File: src/rtl/core/lbdc_pkg.sv
// ----------------------------------------------------------------------------
// lbdc_pkg: shared types and constants
// Widths, status and opcode codes for the divisible binomial counter.
// ----------------------------------------------------------------------------
package lbdc_pkg;
   localparam int OPERAND_BITS = 48;
   localparam int BASE_BITS    = 8;
   localparam int DIFF_BITS    = 51;
   localparam int DIGIT_BITS   = 6;

   localparam logic [1:0] OP_COUNT    = 2'd0;
   localparam logic [1:0] OP_FIRST    = 2'd1;
   localparam logic [1:0] OP_SECOND   = 2'd2;
   localparam logic [1:0] OP_RESERVED = 2'd3;

   localparam logic [1:0] ST_OK       = 2'd0;
   localparam logic [1:0] ST_ILLEGAL  = 2'd1;
   localparam logic [1:0] ST_OVERFLOW = 2'd2;

   typedef logic [OPERAND_BITS-1:0] operand_type;
   typedef logic [BASE_BITS-1:0]    base_type;

   typedef struct packed {
      logic [1:0]            opcode;
      operand_type           m_value;
      operand_type           count_limit;
      base_type              base;
      logic [DIGIT_BITS-1:0] first_digit;
      logic [DIGIT_BITS-1:0] second_digit;
   } req_type;

   typedef struct packed {
      logic signed [DIFF_BITS-1:0] difference;
      logic [1:0]                  status;
   } rsp_type;

   // divider unit control/status
   typedef struct packed {
      logic        start;
      operand_type dividend;
      base_type    divisor;
   } div_cmd_type;

   typedef struct packed {
      logic        done;
      operand_type quotient;
      base_type    remainder;
   } div_rsp_type;
endpackage

File: src/rtl/core/lbdc_if.sv
// ----------------------------------------------------------------------------
// lbdc_req_if / lbdc_rsp_if: valid/ready channels
// Request and response transfer interfaces.
// ----------------------------------------------------------------------------
interface lbdc_req_if;
   logic              valid;
   logic              ready;
   lbdc_pkg::req_type payload;
   modport source (output valid, output payload, input ready);
   modport sink   (input valid, input payload, output ready);
endinterface

interface lbdc_rsp_if;
   logic              valid;
   logic              ready;
   lbdc_pkg::rsp_type payload;
   modport source (output valid, output payload, input ready);
   modport sink   (input valid, input payload, output ready);
endinterface

File: src/rtl/core/lucas_binomial_divisible_count_diff.sv
// ----------------------------------------------------------------------------
// lucas_binomial_divisible_count_diff: Lucas-theorem divisible count
// Counts k below n with a base-p digit above m's digit, with differences.
// ----------------------------------------------------------------------------
// Each H evaluation makes two passes of the shared divider per base-p digit,
// for the digits of m and n-1, plus a dispatch state (S_DM); a digit check
// at position e makes e+1 divider passes.
// Handshake: one item at a time, ready only in idle with no result held.
// Reset (synchronous, active high) returns to idle, no result pending.
module lucas_binomial_divisible_count_diff (
   input logic clock,
   input logic reset,
   lbdc_req_if.sink   req,
   lbdc_rsp_if.source rsp
);
   localparam int OB = lbdc_pkg::OPERAND_BITS;
   localparam int BB = lbdc_pkg::BASE_BITS;
   localparam int DB = lbdc_pkg::DIFF_BITS;
   localparam int PB = BB + OB; // product width before truncation

   localparam logic [3:0] S_IDLE  = 4'd0;
   localparam logic [3:0] S_CHECK = 4'd1;  // digit check: divide loop
   localparam logic [3:0] S_CHKW  = 4'd2;
   localparam logic [3:0] S_EVAL  = 4'd3;  // start eval of one H
   localparam logic [3:0] S_DM    = 4'd4;  // divide m digit
   localparam logic [3:0] S_DMW   = 4'd5;
   localparam logic [3:0] S_DYW   = 4'd7;  // wait for y digit
   localparam logic [3:0] S_ACC   = 4'd8;
   localparam logic [3:0] S_NEXT  = 4'd9;
   localparam logic [3:0] S_OUT   = 4'd10;
   localparam logic [3:0] S_PWR   = 4'd11; // power computation step

   logic [3:0] state_ff, state_in;
   lbdc_pkg::req_type rq_ff, rq_in;
   lbdc_pkg::rsp_type out_ff, out_in;
   logic out_valid_ff, out_valid_in;

   // check phase: which increment (0 = r on m, 1 = s on m1)
   logic          chk_ff, chk_in;
   lbdc_pkg::operand_type pw_ff, pw_in;     // p^e
   logic [5:0]    pcnt_ff, pcnt_in;
   lbdc_pkg::operand_type m1_ff, m1_in, m12_ff, m12_in, m2_ff, m2_in;
   // eval phase
   logic [1:0]    ev_ff, ev_in;   // which H of up to four
   logic [1:0]    evn_ff, evn_in; // number of evaluations minus one
   lbdc_pkg::operand_type a_ff, a_in, b_ff, b_in;
   lbdc_pkg::base_type md_ff, md_in;
   // digits scanned from lsb: c is rebuilt as within count of low part
   lbdc_pkg::operand_type w_ff, w_in, c_ff, c_in;
   logic signed [DB-1:0] acc_ff, acc_in;

   lbdc_pkg::div_cmd_type dcmd;
   lbdc_pkg::div_rsp_type drsp;

   lbdc_divider u_div (.clock(clock), .reset(reset), .cmd(dcmd), .rsp(drsp));

   logic [PB-1:0] prod;
   logic [PB-1:0] prod2;
   lbdc_pkg::operand_type cur_m, cur_base_m;
   logic [5:0] cur_e;
   lbdc_pkg::operand_type h_val;
   lbdc_pkg::base_type pm1;
   logic [OB:0] sum;

   assign pm1 = rq_ff.base - 1'b1;

   always_comb begin
      unique case (ev_ff)
         2'd0:    cur_m = rq_ff.m_value;
         2'd1:    cur_m = m1_ff;
         2'd2:    cur_m = m2_ff;
         default: cur_m = m12_ff;
      endcase
   end
   assign cur_base_m = chk_ff ? m1_ff : rq_ff.m_value;
   assign cur_e      = chk_ff ? rq_ff.second_digit : rq_ff.first_digit;
   assign prod  = PB'(pw_ff) * PB'(rq_ff.base);
   assign prod2 = PB'(w_ff)  * PB'({1'b0, md_ff} + 1'b1);
   // H = n - (within_count) ; within = c where c built lsb-first
   assign h_val = rq_ff.count_limit - c_ff;
   assign sum = {1'b0, cur_base_m} + {1'b0, pw_ff};

   always_comb begin
      state_in = state_ff;
      rq_in = rq_ff;
      out_in = out_ff;
      out_valid_in = out_valid_ff;
      chk_in = chk_ff; pw_in = pw_ff; pcnt_in = pcnt_ff;
      m1_in = m1_ff; m12_in = m12_ff; m2_in = m2_ff;
      ev_in = ev_ff; evn_in = evn_ff;
      a_in = a_ff; b_in = b_ff; md_in = md_ff;
      w_in = w_ff; c_in = c_ff; acc_in = acc_ff;
      dcmd = '0;
      if (out_valid_ff && rsp.ready) out_valid_in = 1'b0;
      unique case (state_ff)
         S_IDLE: begin
            if (req.valid && !out_valid_ff) begin
               rq_in = req.payload;
               acc_in = '0;
               ev_in = 2'd0;
               chk_in = 1'b0;
               if (req.payload.base < BB'(2)) begin
                  out_in = '{difference: '0, status: lbdc_pkg::ST_OVERFLOW};
                  state_in = S_OUT;
               end else if (req.payload.opcode == lbdc_pkg::OP_COUNT) begin
                  evn_in = 2'd0;
                  state_in = S_EVAL;
               end else if (req.payload.opcode == lbdc_pkg::OP_FIRST) begin
                  evn_in = 2'd1;
                  pw_in = OB'(1); pcnt_in = '0;
                  state_in = S_PWR;
               end else if (req.payload.opcode == lbdc_pkg::OP_SECOND &&
                            req.payload.first_digit != req.payload.second_digit) begin
                  evn_in = 2'd3;
                  pw_in = OB'(1); pcnt_in = '0;
                  state_in = S_PWR;
               end else begin
                  out_in = '{difference: '0, status: lbdc_pkg::ST_ILLEGAL};
                  state_in = S_OUT;
               end
            end
         end
         S_PWR: begin
            if (pcnt_ff == cur_e) begin
               // digit = (m / pe) % p: divide m by p e times, then take the remainder of one more division
               a_in = cur_base_m; pcnt_in = '0;
               state_in = S_CHECK;
            end else if (prod[PB-1:OB] != '0) begin
               out_in = '{difference: '0, status: lbdc_pkg::ST_OVERFLOW};
               state_in = S_OUT;
            end else begin
               pw_in = prod[OB-1:0];
               pcnt_in = pcnt_ff + 1'b1;
            end
         end
         S_CHECK: begin
            dcmd.start = 1'b1;
            dcmd.dividend = a_ff;
            dcmd.divisor = rq_ff.base;
            state_in = S_CHKW;
         end
         S_CHKW: begin
            if (drsp.done) begin
               if (pcnt_ff == cur_e) begin
                  if (drsp.remainder == pm1) begin
                     out_in = '{difference: '0, status: lbdc_pkg::ST_ILLEGAL};
                     state_in = S_OUT;
                  end else if (sum[OB]) begin
                     out_in = '{difference: '0, status: lbdc_pkg::ST_OVERFLOW};
                     state_in = S_OUT;
                  end else if (!chk_ff) begin
                     m1_in = sum[OB-1:0];
                     if (evn_ff == 2'd1) begin
                        state_in = S_EVAL;
                     end else begin
                        chk_in = 1'b1; pw_in = OB'(1); pcnt_in = '0;
                        m2_in = rq_ff.m_value;
                        state_in = S_PWR;
                     end
                  end else begin
                     m12_in = sum[OB-1:0];
                     m2_in = rq_ff.m_value + pw_ff;
                     state_in = S_EVAL;
                  end
               end else begin
                  a_in = drsp.quotient;
                  pcnt_in = pcnt_ff + 1'b1;
                  state_in = S_CHECK;
               end
            end
         end
         S_EVAL: begin
            // within_count over y = n-1 built lsb-first: if y digit > m digit,
            // c = (md+1)*w (all lower combos); else c = yd*w + c.
            a_in = cur_m; b_in = rq_ff.count_limit - 1'b1;
            w_in = OB'(1); c_in = OB'(1);
            state_in = (rq_ff.count_limit == '0) ? S_NEXT : S_DM;
            if (rq_ff.count_limit == '0) c_in = '0;
         end
         S_DM: begin
            if ((a_ff | b_ff) == '0) begin
               state_in = S_NEXT;
            end else begin
               dcmd.start = 1'b1; dcmd.dividend = a_ff; dcmd.divisor = rq_ff.base;
               state_in = S_DMW;
            end
         end
         S_DMW: begin
            if (drsp.done) begin
               a_in = drsp.quotient; md_in = drsp.remainder;
               dcmd.start = 1'b1; dcmd.dividend = b_ff; dcmd.divisor = rq_ff.base;
               state_in = S_DYW;
            end
         end
         S_DYW: begin
            if (drsp.done) begin
               b_in = drsp.quotient;
               // yd > md: any allowed digit here is below yd, lower part free.
               // yd <= md: digits below yd leave the lower part free, digit
               // equal to yd keeps the bound on the lower part.
               if (drsp.remainder > md_ff)
                  c_in = prod2[OB-1:0];
               else
                  c_in = OB'(PB'(w_ff) * PB'(drsp.remainder) + PB'(c_ff));
               w_in = prod2[OB-1:0];
               state_in = S_DM;
            end
         end
         S_NEXT: begin
            if (ev_ff == 2'd0 || ev_ff == 2'd3)
               acc_in = acc_ff + DB'(h_val);
            else
               acc_in = acc_ff - DB'(h_val);
            if (ev_ff == evn_ff) begin
               state_in = S_ACC;
            end else begin
               ev_in = ev_ff + 1'b1;
               state_in = S_EVAL;
            end
         end
         S_ACC: begin
            if (rq_ff.opcode == lbdc_pkg::OP_FIRST)
               out_in = '{difference: -acc_ff, status: lbdc_pkg::ST_OK};
            else
               out_in = '{difference: acc_ff, status: lbdc_pkg::ST_OK};
            state_in = S_OUT;
         end
         S_OUT: begin
            if (!out_valid_ff) begin
               out_valid_in = 1'b1;
               state_in = S_IDLE;
            end
         end
         default: state_in = S_IDLE;
      endcase
   end

   always_ff @(posedge clock) begin
      if (reset) begin
         state_ff <= S_IDLE;
         out_valid_ff <= 1'b0;
      end else begin
         state_ff <= state_in;
         out_valid_ff <= out_valid_in;
      end
      rq_ff <= rq_in; out_ff <= out_in; chk_ff <= chk_in; pw_ff <= pw_in;
      pcnt_ff <= pcnt_in; m1_ff <= m1_in; m12_ff <= m12_in; m2_ff <= m2_in;
      ev_ff <= ev_in; evn_ff <= evn_in; a_ff <= a_in; b_ff <= b_in;
      md_ff <= md_in; w_ff <= w_in; c_ff <= c_in;
      acc_ff <= acc_in;
   end

   assign req.ready   = (state_ff == S_IDLE) && !out_valid_ff;
   assign rsp.valid   = out_valid_ff;
   assign rsp.payload = out_ff;

   // a result is held until transferred
   a_hold: assert property (@(posedge clock) disable iff (reset)
      rsp.valid && !rsp.ready |=> rsp.valid && $stable(rsp.payload))
      else $error("result dropped while stalled");
   // no new request while a result is pending
   a_excl: assert property (@(posedge clock) disable iff (reset)
      rsp.valid |-> !req.ready)
      else $error("ready while result pending");
   // nonzero status always carries a zero value
   a_zero: assert property (@(posedge clock) disable iff (reset)
      rsp.valid && rsp.payload.status != lbdc_pkg::ST_OK |->
      rsp.payload.difference == '0)
      else $error("status with nonzero value");
endmodule

File: src/rtl/core/lbdc_divider.sv
// ----------------------------------------------------------------------------
// lbdc_divider: restoring radix-2 divider
// Divides an operand by the base, one quotient bit per cycle.
// ----------------------------------------------------------------------------
module lbdc_divider (
   input  logic                  clock,
   input  logic                  reset,
   input  lbdc_pkg::div_cmd_type cmd,
   output lbdc_pkg::div_rsp_type rsp
);
   localparam int CNT_BITS = $clog2(lbdc_pkg::OPERAND_BITS + 1);

   logic                      busy_ff, busy_in;
   logic [CNT_BITS-1:0]       cnt_ff, cnt_in;
   lbdc_pkg::operand_type     quo_ff, quo_in;
   logic [lbdc_pkg::BASE_BITS:0] rem_ff, rem_in;
   lbdc_pkg::base_type        dvs_ff, dvs_in;
   logic                      done_ff, done_in;
   logic [lbdc_pkg::BASE_BITS:0] trial;

   always_comb begin
      busy_in = busy_ff;
      cnt_in  = cnt_ff;
      quo_in  = quo_ff;
      rem_in  = rem_ff;
      dvs_in  = dvs_ff;
      done_in = 1'b0;
      trial   = {rem_ff[lbdc_pkg::BASE_BITS-1:0], quo_ff[lbdc_pkg::OPERAND_BITS-1]};
      if (cmd.start) begin
         busy_in = 1'b1;
         cnt_in  = CNT_BITS'(lbdc_pkg::OPERAND_BITS);
         quo_in  = cmd.dividend;
         rem_in  = '0;
         dvs_in  = cmd.divisor;
      end else if (busy_ff) begin
         quo_in = {quo_ff[lbdc_pkg::OPERAND_BITS-2:0], 1'b0};
         if (trial >= {1'b0, dvs_ff}) begin
            rem_in    = trial - {1'b0, dvs_ff};
            quo_in[0] = 1'b1;
         end else begin
            rem_in = trial;
         end
         cnt_in = cnt_ff - 1'b1;
         if (cnt_ff == CNT_BITS'(1)) begin
            busy_in = 1'b0;
            done_in = 1'b1;
         end
      end
   end

   always_ff @(posedge clock) begin
      if (reset) begin
         busy_ff <= 1'b0;
         done_ff <= 1'b0;
         cnt_ff  <= '0;
      end else begin
         busy_ff <= busy_in;
         done_ff <= done_in;
         cnt_ff  <= cnt_in;
      end
      quo_ff <= quo_in;
      rem_ff <= rem_in;
      dvs_ff <= dvs_in;
   end

   assign rsp.done      = done_ff;
   assign rsp.quotient  = quo_ff;
   assign rsp.remainder = rem_ff[lbdc_pkg::BASE_BITS-1:0];
endmodule
File: src/flat_wrapper.sv
// flat-port wrapper written by rule: the top's interface ports become plain ports
module lucas_binomial_divisible_count_diff_flat 
  (clock, reset, req_valid, req_payload, req_ready, rsp_valid, rsp_payload, rsp_ready);
  lbdc_req_if req_i ();
  lbdc_rsp_if rsp_i ();
  input logic clock;
  input logic reset;
  input wire logic [$bits(req_i.valid)-1:0] req_valid;
  input wire logic [$bits(req_i.payload)-1:0] req_payload;
  output wire logic [$bits(req_i.ready)-1:0] req_ready;
  output wire logic [$bits(rsp_i.valid)-1:0] rsp_valid;
  output wire logic [$bits(rsp_i.payload)-1:0] rsp_payload;
  input wire logic [$bits(rsp_i.ready)-1:0] rsp_ready;
  assign req_i.valid = req_valid;
  assign req_i.payload = req_payload;
  assign req_ready = req_i.ready;
  assign rsp_valid = rsp_i.valid;
  assign rsp_payload = rsp_i.payload;
  assign rsp_i.ready = rsp_ready;
  lucas_binomial_divisible_count_diff u_core (.clock(clock), .reset(reset), .req(req_i), .rsp(rsp_i));
endmodule
File: config.mk
export PLATFORM = sky130hd
export DESIGN_NAME = lucas_binomial_divisible_count_diff_flat
export DESIGN_NICKNAME = d
export VERILOG_FILES = /design/src/rtl/core/lbdc_pkg.sv /design/src/rtl/core/lbdc_if.sv /design/src/rtl/core/lucas_binomial_divisible_count_diff.sv /design/src/rtl/core/lbdc_divider.sv /design/src/flat_wrapper.sv
export SDC_FILE = /design/constraint.sdc
export NUM_CORES = 2
export LEC_CHECK = 0
export BUFFER_PORTS_ARGS = -buffer_cell sky130_fd_sc_hd__buf_2
export CORE_MARGIN = 2
export CORE_UTILIZATION = 46
export CTS_BUF_LIST = sky130_fd_sc_hd__clkbuf_16
export DETAILED_ROUTE_END_ITERATION = 7
export PLACE_DENSITY = 0.69
export SLEW_MARGIN = 20
export SYNTH_ARGS = -nofsm -noshare
export SYNTH_HDL_FRONTEND = slang
export SYNTH_SLANG_ARGS = --single-unit
File: constraint.sdc
create_clock -name clock -period 13.4 [get_ports clock]
set_input_delay 2.68 -clock clock [delete_from_list [all_inputs] [get_ports clock]]
set_output_delay 2.68 -clock clock [all_outputs]
set_load 0.01 [all_outputs]
# Word-level counts from Yosys, hierarchy flattened
# Cells that the tools add are included.
[totals] ff_bits=702 elab_cells=258 mem_count=0 ram_bits=0 mem_bits_ro=0 latchBits=0 output_inout_bits=55
[op_classes] n_mux=110 n_lt_le_gt_ge=3 shift=0 div=0 n_addsub=14 n_eq_ne=52 reduce_logical=38 n_bitwise=6 mul=3
[ops] operator="$mux 48" count=25
[ops] operator="$mux 53" count=12
[ops] operator="$pmux 48 s2" count=3
[ops] operator="$pmux 48 s3" count=2
[ops] operator="$pmux 53 s4" count=1
[ops] operator="$pmux 48 s4" count=1
[ops] operator="$pmux 57 s3" count=1
[ops] operator="$mux 57" count=2
[ops] operator="$mux 51" count=2
[ops] operator="$pmux 51 s2" count=1
[ops] operator="$add 48x48->48" count=2
[ops] operator="$logic_not 48->1" count=2
[ops] operator="$mux 6" count=16
[ops] operator="$mux 4" count=18
[ops] operator="$mul 48x56->48" count=1
[ops] operator="$mul 48x8->56" count=1
[ops] operator="$add 51x48->51" count=1
[ops] operator="$neg 51->51" count=1
[ops] operator="$sub 51x48->51" count=1
[ops] operator="$add 48x48->49" count=1
[ops] operator="$mul 48x8->48" count=1
[ops] operator="$or 48x48->48" count=1
[ops] operator="$sub 48x1->48 const B" count=1
[ops] operator="$sub 48x48->48" count=1
[ops] operator="other kinds (52)" count=128

# Logic depth before layout (Yosys ltp)
[logic_depth] depth_word=8 depth_mapped=31

# Cells and area by module
# From an unflattened synthesis, not the netlist that was laid out.
[hier_totals] cells_unflattened=8244 area_unflattened_um2=77870.9
[by_module_without_submodules] mod="lucas_binomial_divisible_count_diff" seq_area_each_um2=18868.1 cells_per_inst=8002 area_per_inst_um2=74507.7 instances=1
[by_module_without_submodules] mod="lbdc_divider" seq_area_each_um2=2001.9 cells_per_inst=242 area_per_inst_um2=3363.2 instances=1

# Worst setup path before layout
# No wires, ideal clock.
[synth_timing] kind="register to register" from="register u_core.rq_ff[14] (netlist bit)" to="register u_core.out_ff (netlist bit u_core.rsp.payload[0]) (enable)" setup_time_ns=0.746 synth_period_minus_slack_ns=14.555 arrival_ns=13.808 path_slack_ns=-1.155 stages_incl_launch_ff=24 t_required_ns=12.654 path_cell_list="edfxtp_1 > clkbuf_1 > clkbuf_1 > clkbuf_1 > and2_1 > fa_1 > fa_1 > fa_1 > inv_1 > fa_1 > inv_1 > ha_1 > buf_2 > and3_1 > nand3_1 > or3_1 > or3_1 > a31oi_1 > a21o_1 > a41oi_1 > xnor2_1 > or4_4 > a21oi_1 > a2111oi_0"
[synth_via] elab_chain_cells=4 word_cells_on_any_way=7
[synth_rtl] item="start, declared" line="lucas_binomial_divisible_count_diff.sv:34" text="lbdc_pkg::req_type rq_ff, rq_in;"
[synth_rtl] item="start signal, assigned" line="lucas_binomial_divisible_count_diff.sv:246" text="rq_ff <= rq_in; out_ff <= out_in; chk_ff <= chk_in; pw_ff <= pw_in;"
[synth_rtl] item="$mul 48x8->56 or $sub 8x1->8 (tied branches)" line="lucas_binomial_divisible_count_diff.sv:77, lucas_binomial_divisible_count_diff.sv:65"
[synth_rtl] item="$reduce_bool 8->1 or $eq 8x8->1 (tied branches)" line="lucas_binomial_divisible_count_diff.sv:128, lucas_binomial_divisible_count_diff.sv:145"
[synth_rtl] item="$ne 2x1->1 (no line) or $ne 3x1->1 (tied branches)"
[synth_rtl] item="$reduce_and 10->1 (no line) *"
[synth_rtl] item="end signal, assigned" line="lucas_binomial_divisible_count_diff.sv:246"
[synth_rtl] item="end, declared" line="lucas_binomial_divisible_count_diff.sv:35" text="lbdc_pkg::rsp_type out_ff, out_in;"
# Mark *: on every way between the ends. The rest lies on a longest branch, timed or not.
# A chain may end at the register's enable or synchronous reset.

# Final worst setup path
[layout_timing] from="register u_core.md_ff[0]" to="register u_core.c_ff[44], data pin"
[layout_via] elab_chain_cells=5 word_cells_on_any_way=6
[layout_rtl] item="start, declared" line="lucas_binomial_divisible_count_diff.sv:47" text="lbdc_pkg::base_type md_ff, md_in;"
[layout_rtl] item="start signal, assigned" line="lucas_binomial_divisible_count_diff.sv:249" text="md_ff <= md_in; w_ff <= w_in; c_ff <= c_in;"
[layout_rtl] item="$add 8x1->9" line="lucas_binomial_divisible_count_diff.sv:78" text="assign prod2 = PB'(w_ff) * PB'({1'b0, md_ff} + 1'b1);"
[layout_rtl] item="$mul 48x56->48" line="lucas_binomial_divisible_count_diff.sv:78"
[layout_rtl] item="$mux 48 *" line="lucas_binomial_divisible_count_diff.sv:201" text="if (drsp.remainder > md_ff)"
[layout_rtl] item="$mux 48 *" line="lucas_binomial_divisible_count_diff.sv:196" text="if (drsp.done) begin"
[layout_rtl] item="$pmux 48 s2 *" line="lucas_binomial_divisible_count_diff.sv:95" text="unique case (state_ff)"
[layout_rtl] item="end signal, assigned" line="lucas_binomial_divisible_count_diff.sv:249"
[layout_rtl] item="end, declared" line="lucas_binomial_divisible_count_diff.sv:49" text="lbdc_pkg::operand_type w_ff, w_in, c_ff, c_in;"
# Mark *: on every way between the ends. The rest lies on a longest branch, timed or not. The select of a mux whose other input is x is not followed.

==> qor.yml <==
antenna_found_initial: 9
avgViaCountPerCell: 5.87
grt_usage_pct: 26.2
ctsResizeCount: 0
setup_viol: 0
layout-area-overhead-vs-synth_pct: 7.46
report.final.slew_viol_count: 0
grt_max_degree: 75
place_area_um2: 79700
cts_buffer_depth: 3
wl_per_cell_um: 21.5
port_buffers: 176
die_w_um: 412
drt.antenna.violating_nets: 0
post_cts_buffers: 0
clk_pin_slew_ns: 0.06
path_cells: "buf_4 -> ha_1 -> nand2_1 -> xnor2_2 -> buf_4 -> nor2b_1 -> fa_1 -> inv_1 -> fa_1 -> fa_1 -> fa_1 -> inv_1 -> ha_1 -> or4_1 -> o21ai_0 -> o311ai_0 -> o311ai_0 -> a21oi_1 -> o31ai_1 -> nor2_1 -> a211o_1 -> a21oi_1 -> xor2_1 -> o22ai_1"
syn-cell-area_um2: 76700
finClkSkew_ns: 0.0340
final_cell_mix: "nand2_1 (950), inv_1 (921), fa_1 (870)"
violations: "DRC"
worstPathMaxFanout: 52
fin_crit_sh_pct: 62.9
fillers: 15268
finalHoldViolations: 0
async_reset_ff_share_pct: 0
multiInputGateArea_um2: 51200
postSynthCellCount: 8081
grt_pass1_vias: 62120
regArea_um2: 20900
cts_buffers: 82
fin_setup_tns_ns: 0
critPathMaxStageDelay_ns: 0.63
synth.distinct_cells: 94
detailed_place_hpwl_um: 167000
cp-end-kind: "flip-flop"
avgSynthCellArea_um2: 9.49
drt-total-wl_um: 222000
place_ws_ns: 5.00
yosysWarnings: 0
ys.flop_type: "edfxtp_1"
max-cap-violations: 0
cts_tree: "done"
drive_gt1_share_pct: 6.26
grt_pass1_wl_um: 350000
synth-edff-count: 681
relSlewSlack_pct: 27.5
rows: 149
root_buffer: "clkbuf_16"
clk-insertion-delay-late_ns: 0.71
fin_crit_ns: 8.43
die_h_um: 412
startpoint_type: "flip-flop"
hold_path.class: "reg -> reg"
gp_congestion: 0.945
worst_slack_ns: 4.97
io_pins: 177
cts_sinks: 702
first_iter_violations: 5414
tightest_slew_ns: 1.07
fmax_ghz: 0.119
vias: 60572
timing.critical_path.buf_inv: 4
grt-ovfl-total: 0
status: "finished with violations"
ys_seq_elements: 702
arrival_ns: 8.86
final_common_cell: "nand2_1"
post-route-cell-area_um2: 82400
detail_route.drc_violations: 10
worst_ep_required_time_ns: 13.83
crit_type: "reg -> reg"
first_pass_iters: 8
hold_buffers: 0
yosysSeqAreaShare_pct: 27.2
h-tree-depth: 3
synth_nets: 9482
cp_slowest_cell: "o311ai_0"
core-area_um2: 165000
die-area_um2: 170000
grt_setup_unrepaired: "no"
start_util_pct: 46.4
crit_family: "compound AO/OA/AOI/OAI gates"
final_nets: 9460
critPathMostFrequentCell: "fa_1"
[area by class of cell]
class | instances | area share, %
timing repair buffer | 254 | 1.78
clock buffer | 85 | 2.58
antenna | 1 | 0.00304
clock inverter | 65 | 0.670
multi-input combinational | 6114 | 62.2
sequential | 702 | 25.3
tap | 2189 | 3.32
inverter | 905 | 4.12
[final timing paths]
path / startpoint / end / slack (ns) / cells after the start
hold / removal: u_core.u_div.rem_ff[7] / u_core.u_div.rem_ff[7] / 0.51 / 2
setup reg to reg: u_core.md_ff[0] / u_core.c_ff[44] / 4.97 / 24
setup / recovery: u_core.md_ff[0] / u_core.c_ff[44] / 4.97 / 24
hold reg to reg: u_core.u_div.rem_ff[7] / u_core.u_div.rem_ff[7] / 0.51 / 2
[metal layers]
layer	global-route usage [%]	wire, um	up-vias
met5	0	20	-
met4	9.99	9180	2
met3	4.43	18300	480
met2	43.0	104000	2533
met1	34.7	90200	30314
li1	-	-	27243
[synthesized netlist by cell type (24+ instances only)]
cell type / instances / area [um2]
and2_1: 519 / 3250
nor4_1: 58 / 363
nor2b_1: 181 / 1130
and3_1: 47 / 294
edfxtp_1: 681 / 20400
nor2_1: 495 / 1860
xnor2_1: 325 / 2850
a22oi_1: 99 / 743
o21ai_0: 333 / 1670
or3_1: 44 / 275
a211oi_1: 41 / 308
nand2b_1: 98 / 613
o21bai_1: 55 / 413
a31oi_1: 43 / 269
ha_1: 409 / 5120
nor3_1: 94 / 470
nand3_1: 99 / 495
or4_1: 27 / 203
inv_1: 905 / 3400
a222oi_1: 48 / 480
nand2_1: 951 / 3570
buf_1: 24 / 90.1
xor2_1: 161 / 1410
a21o_1: 185 / 1390
o211ai_1: 29 / 218
o21a_1: 66 / 495
mux2_2: 41 / 462
nand4_1: 57 / 357
o31ai_1: 40 / 300
fa_1: 870 / 17400
clkbuf_1: 320 / 1200
a21oi_1: 423 / 2120
[tightest hold or removal path: stages, from the launching register on]
cell	delay (ns)
dfxtp_2	0.35
inv_1	0.05
o22ai_1	0.07
[kinds of logic after synthesis]
kind of cell	Yosys count	share of synthesized area, %
multiplexers	57	0.811
XOR/XNOR	486	5.55
AO/OA/AOI/OAI	1558	13.3
AND/OR/NAND/NOR	2734	17.5
flip-flops	702	27.2
adder cells (fa/ha/maj)	1279	29.4
buffers and inverters	1265	6.24
[metrics by stage]
step / std cells / hold WS (ns) / util, %
3_5_place_dp: 10163 / 0.493 / 48.2
5_1_grt: 10314 / 0.536 / 49.9
6_report: 10315 / 0.513 / 49.9
4_1_cts: 10313 / 0.503 / 49.9
2_1_floorplan: 8081 / 0.432 / -
3_3_place_gp: 10163 / 0.491 / 48.2
[sequential cells by signal, summed over array words and instances (netlist names)]
register / cells
u_core.u_div.busy_ff: 1
u_core.u_div.dvs_ff: 8
u_core.pw_ff: 48
u_core.b_ff: 48
u_core.evn_ff: 2
u_core.u_div.quo_ff: 48
u_core.w_ff: 48
u_core.md_ff: 8
u_core.rsp.payload: 53
u_core.state_ff: 4
u_core.a_ff: 48
u_core.rq_ff: 118
u_core.ev_ff: 2
u_core.u_div.done_ff: 1
u_core.m12_ff: 48
u_core.u_div.cnt_ff: 6
u_core.chk_ff: 1
u_core.rsp.valid: 1
u_core.u_div.rem_ff: 8
u_core.m1_ff: 48
u_core.acc_ff: 51
u_core.m2_ff: 48
u_core.c_ff: 48
u_core.pcnt_ff: 6
Power is not shown: default switching activity piles up to over one toggle a cycle in this logic, so the estimate is an artifact.
